## config.mk

```make
export PLATFORM = sky130hd
export DESIGN_NAME = bpc_back
export DESIGN_NICKNAME = d
export VERILOG_FILES = /design/src/bpc_pkg.sv /design/src/bpc_back.sv
export SDC_FILE = /design/constraint.sdc
export NUM_CORES = 2
export LEC_CHECK = 0
export ABC_AREA = 1
export ABC_CLOCK_PERIOD_IN_PS = 11300
export BUFFER_PORTS_ARGS = -buffer_cell sky130_fd_sc_hd__buf_2
export CAP_MARGIN = 15
export CORE_MARGIN = 5
export CORE_UTILIZATION = 60
export CTS_BUF_LIST = sky130_fd_sc_hd__clkbuf_16
export CTS_CLUSTER_SIZE = 16
export DETAILED_ROUTE_END_ITERATION = 10
export GPL_ROUTABILITY_DRIVEN = 0
export PLACE_DENSITY_LB_ADDON = 0.2
export SYNTH_ARGS = -nofsm -noshare
export SYNTH_HDL_FRONTEND = slang
export SYNTH_SLANG_ARGS = --single-unit
```

## constraint.sdc

```tcl
create_clock -name clk -period 11.3 [get_ports clk]
set_clock_uncertainty 0.2 [all_clocks]
set_input_delay 1.13 -clock clk [delete_from_list [all_inputs] [get_ports clk]]
set_output_delay 1.13 -clock clk [all_outputs]
set_load 0.05 [all_outputs]
```

## src/bpc_pkg.sv

```systemverilog
package bpc_pkg;

  // configuration register indexes
  localparam logic [2:0] CFG_GROUP_A = 3'd0;
  localparam logic [2:0] CFG_GROUP_B = 3'd1;
  localparam logic [2:0] CFG_GROUP_C = 3'd2;
  localparam logic [2:0] CFG_GROUP_D = 3'd3;

  localparam int DIV_STAGES = 32;

  // compensation constants
  localparam logic [31:0] B6_OFFSET  = 32'd4000;
  localparam logic [31:0] K_SQ       = 32'd3038;
  localparam logic [31:0] K_LIN      = 32'hFFFF_E343;  // -7357
  localparam logic [31:0] K_OFS      = 32'd3791;
  localparam logic [31:0] X3_BIAS    = 32'd32768;
  localparam logic [31:0] B7_SCALE   = 32'd6250;       // 50000 >> 3
  localparam logic [31:0] SIGN_LIMIT = 32'h8000_0000;
  localparam logic [19:0] P_MAX      = 20'hF_FFFF;

  typedef struct packed {
    logic [47:0] a;
    logic [47:0] b;
    logic [31:0] c;
    logic [31:0] d;
  } cal_t;

  typedef struct packed {
    logic [15:0] raw_temperature;
    logic [18:0] raw_pressure;
  } in_t;

  typedef struct packed {
    logic signed [15:0] temperature_tenths;
    logic [19:0]        pressure_pa;
    logic               calc_error;
  } out_t;

  // sideband carried alongside a division
  typedef struct packed {
    logic [31:0] x1;
    logic [18:0] up;
    logic [15:0] temp;
    logic        err;
    logic        flag;
  } side_t;

  function automatic logic [31:0] sx16(input logic [15:0] v);
    return {{16{v[15]}}, v};
  endfunction

endpackage

```

## src/bpc_back.sv

```systemverilog
// pressure correction terms and output saturation
module bpc_back (
  input  logic               clk,
  input  logic               rst,
  input  logic               en,
  input  logic               in_vld,
  input  logic [31:0]        quo,
  input  bpc_pkg::side_t     in_side,
  output logic               out_vld,
  output bpc_pkg::out_t      out_data
);

  logic [2:0]  vld;
  logic [31:0] p_c, pq_c;

  assign p_c  = in_side.flag ? (quo << 1) : quo;
  assign pq_c = $unsigned($signed(p_c) >>> 8);

  logic [31:0] s1_p, s1_sq, s1_m7;
  logic [15:0] s1_temp;
  logic        s1_err;
  logic [31:0] s2_p, s2_x1m, s2_m7;
  logic [15:0] s2_temp;
  logic        s2_err;

  // final sum and clamp
  logic [31:0] fp_c;
  logic [19:0] pa_c;

  always_comb begin
    fp_c = s2_p + $unsigned($signed($unsigned($signed(s2_x1m) >>> 16)
                                    + $unsigned($signed(s2_m7) >>> 16)
                                    + bpc_pkg::K_OFS) >>> 4);
    if (s2_err || fp_c[31])              pa_c = '0;
    else if (fp_c > {12'b0, bpc_pkg::P_MAX}) pa_c = bpc_pkg::P_MAX;
    else                                 pa_c = fp_c[19:0];
  end

  always_ff @(posedge clk) begin
    if (rst) begin
      vld <= '0;
    end else if (en) begin
      vld <= {vld[1:0], in_vld};
    end
  end

  always_ff @(posedge clk) begin
    if (en) begin
      s1_p    <= p_c;
      s1_sq   <= pq_c * pq_c;
      s1_m7   <= bpc_pkg::K_LIN * p_c;
      s1_temp <= in_side.temp;
      s1_err  <= in_side.err;

      s2_p    <= s1_p;
      s2_x1m  <= s1_sq * bpc_pkg::K_SQ;
      s2_m7   <= s1_m7;
      s2_temp <= s1_temp;
      s2_err  <= s1_err;

      out_data.temperature_tenths <= $signed(s2_temp);
      out_data.pressure_pa        <= pa_c;
      out_data.calc_error         <= s2_err;
    end
  end

  assign out_vld = vld[2];

endmodule

```

==> impl_metrics.ini <==
[routing]
wirelength_um = 78700
drt_iter0_markers = 1644
highest-signal-layer = met4
route.vias.total = 23500
wl_met1_um = 33200
drc_errors = 0
wl_per_cell_um = 17.6
vias_per_cell = 5.23
route.met3.wl_um = 6020
ant_nets = 0
firstDrtPassIters = 7
wl_met2_um = 36800

[critical_path]
setup.worst_path.class = in2reg
crit_path_end_kind = flip-flop
critical_path.max_stage_delay_ps = 800
worst-path-max-fanout = 46
crit_top_cell = fa_1
start_kind = input pin
crit_arrival_ps = 9630
crit_slowest_cell = buf_2
crit_required_ps = 11360

[synth]
syn_inst = 3607
synth.avg_cell_area_um2 = 9.29
synth_edf_count = 212
synth_area_mm2 = 0.0335
yosysUniqueCellTypes = 49
synth_warnings = 0
synth_ff_type = edfxtp_1
ys_seq_elements = 215
synth-async-reset-ratio = 0
yosysSeqAreaShare = 0.192

[job]
max_cap_viol_count = 0

[floorplan]
dieArea_mm2 = 0.0607
die_x_um = 246
start_util = 0.607
ios = 143
num_rows = 86
die_h_um = 246
core-area_mm2 = 0.0552

[timing]
max_slew.worst_pin.slew_ps = 1080
max_freq_mhz = 104
hold_viol = 0
period_share = 0.848
finalMaxSlewViolations = 0
finalCriticalPeriod_ps = 9580
setup_viol = 0
fin_setup_tns_ps = 0
rsz0062_at_grt = no
max-slew-margin-rel = 0.277

[global_route]
antenna_found_initial = 0
grt_pass1_vias = 24400
grt-ovfl-total = 0
grt_usage = 0.270
grt_start_max_net_pins = 79
grt_pass1_wl_um = 129000

[cts]
cts_tree = built
cts_htree_levels = 1
clock_latency_ps = 540
numClockSinks = 215
postCtsSetupBuffers = 0
ctsResizeCount = 0
clockBufferDepth = 3
clockRootBuffer = clkbuf_16
cts_buffers = 23
path_clk_slew_ps = 60
hold_buffers = 0

[place]
hpwl_um = 66100
io_buffer_count = 91

[layout]
layout-drive-gt1-share = 0.0535
diodes = 0
nets = 4794
fillerInstances = 4601
final_cell_mix = 1059 x inv_1, 560 x fa_1, 501 x nand2_1
final_common_cell = inv_1
area_delta_synth_final_pct = 6.61

[status]
run_status = finished clean

[worst_hold_path]
hp-class = reg2reg
==> worst max-delay path: cells and delay by family <==
kind | cells | cell delay (ps)
AO/OA/AOI/OAI | 3 | 1300
buffers and inverters | 7 | 1980
adder cells (fa/ha/maj) | 8 | 3590
AND/OR/NAND/NOR | 6 | 1270
XOR/XNOR | 2 | 330
==> flip-flops by register name, indices dropped and copies added (netlist names), 3 cells and up <==
signal	flops
s1_m7	16
out_data	37
s2_x1m	16
s1_p	32
vld	3
s1_sq	29
s1_temp	16
s2_p	32
s2_m7	16
s2_temp	16
==> Yosys cell counts, types with 6 or more instances <==
cell / count / area share
nand2_1: 501 / 0.056
xnor2_1: 47 / 0.012
nand3_1: 72 / 0.011
nand4_1: 33 / 0.0062
clkbuf_1: 19 / 0.0021
inv_1: 1055 / 0.12
nor4_1: 7 / 0.0013
a21o_1: 7 / 0.0016
a21oi_1: 143 / 0.021
ha_1: 408 / 0.15
nor2_1: 234 / 0.026
o21a_1: 6 / 0.0013
o21ai_2: 8 / 0.0021
xor2_1: 95 / 0.025
o21ai_0: 77 / 0.012
or2_2: 18 / 0.0034
clkinv_1: 6 / 0.00067
edfxtp_1: 212 / 0.19
o21ai_1: 8 / 0.0012
o21bai_1: 14 / 0.0031
fa_1: 560 / 0.33
nor3_1: 16 / 0.0024
buf_2: 6 / 0.00090
==> layout make-up <==
type / count / area [µm²] / share of cell area
Timing Repair Buffer: 121 / 691 / 0.0193
Clock inverter: 17 / 176 / 0.00494
Multi-Input combinational cell: 2297 / 22900 / 0.642
Inverter: 1063 / 3990 / 0.112
Tap cell: 748 / 936 / 0.0262
Clock buffer: 23 / 576 / 0.0161
Sequential cell: 215 / 6430 / 0.180
==> through the flow <==
step	worst slack, ps	std cells	area, µm²	utilization	hold slack, ps
final	1720	4484	35700	0.647	216
after global routing	1170	4484	35700	0.647	218
after detailed placement	1300	4443	35000	0.633	205
after CTS	1840	4483	35700	0.647	217
after global placement	1360	4443	35000	0.633	201
after floorplan	3240	3609	33500	-	200
==> kinds of logic (layout without fill, tap and decap cells) <==
logic type | count (synthesis) | in the layout | synth area share
buffers and inverters | 1097 | 1224 | 0.124
adders and majority gates | 968 | 968 | 0.487
and+or+nand+nor | 892 | 892 | 0.109
AOI/OAI and AO/OA | 290 | 290 | 0.0497
DFF | 215 | 215 | 0.192
xor gates and xnor gates | 144 | 144 | 0.0381
other | 1 | 3 | 0.000112
==> routing by layer <==
metal  vias up  track usage
met2       776        0.449
met1     11400        0.371
li1      11100            -
met3       129       0.0483
met4         0       0.0750
met5         -            0
==> final timing paths <==
path / endpoint / cells after the start / start / slack [ps]
min reg2reg: out_data[31] / 0 / s2_temp[10] / 220
min: out_data[31] / 0 / s2_temp[10] / 220
max reg2reg: s2_x1m[29] / 19 / s1_sq[4] / 5600
max: s1_sq[27] / 26 / in_side[0] / 1720
Power is not shown: default switching activity piles up to over one toggle a cycle in this logic, so the estimate is an artifact.
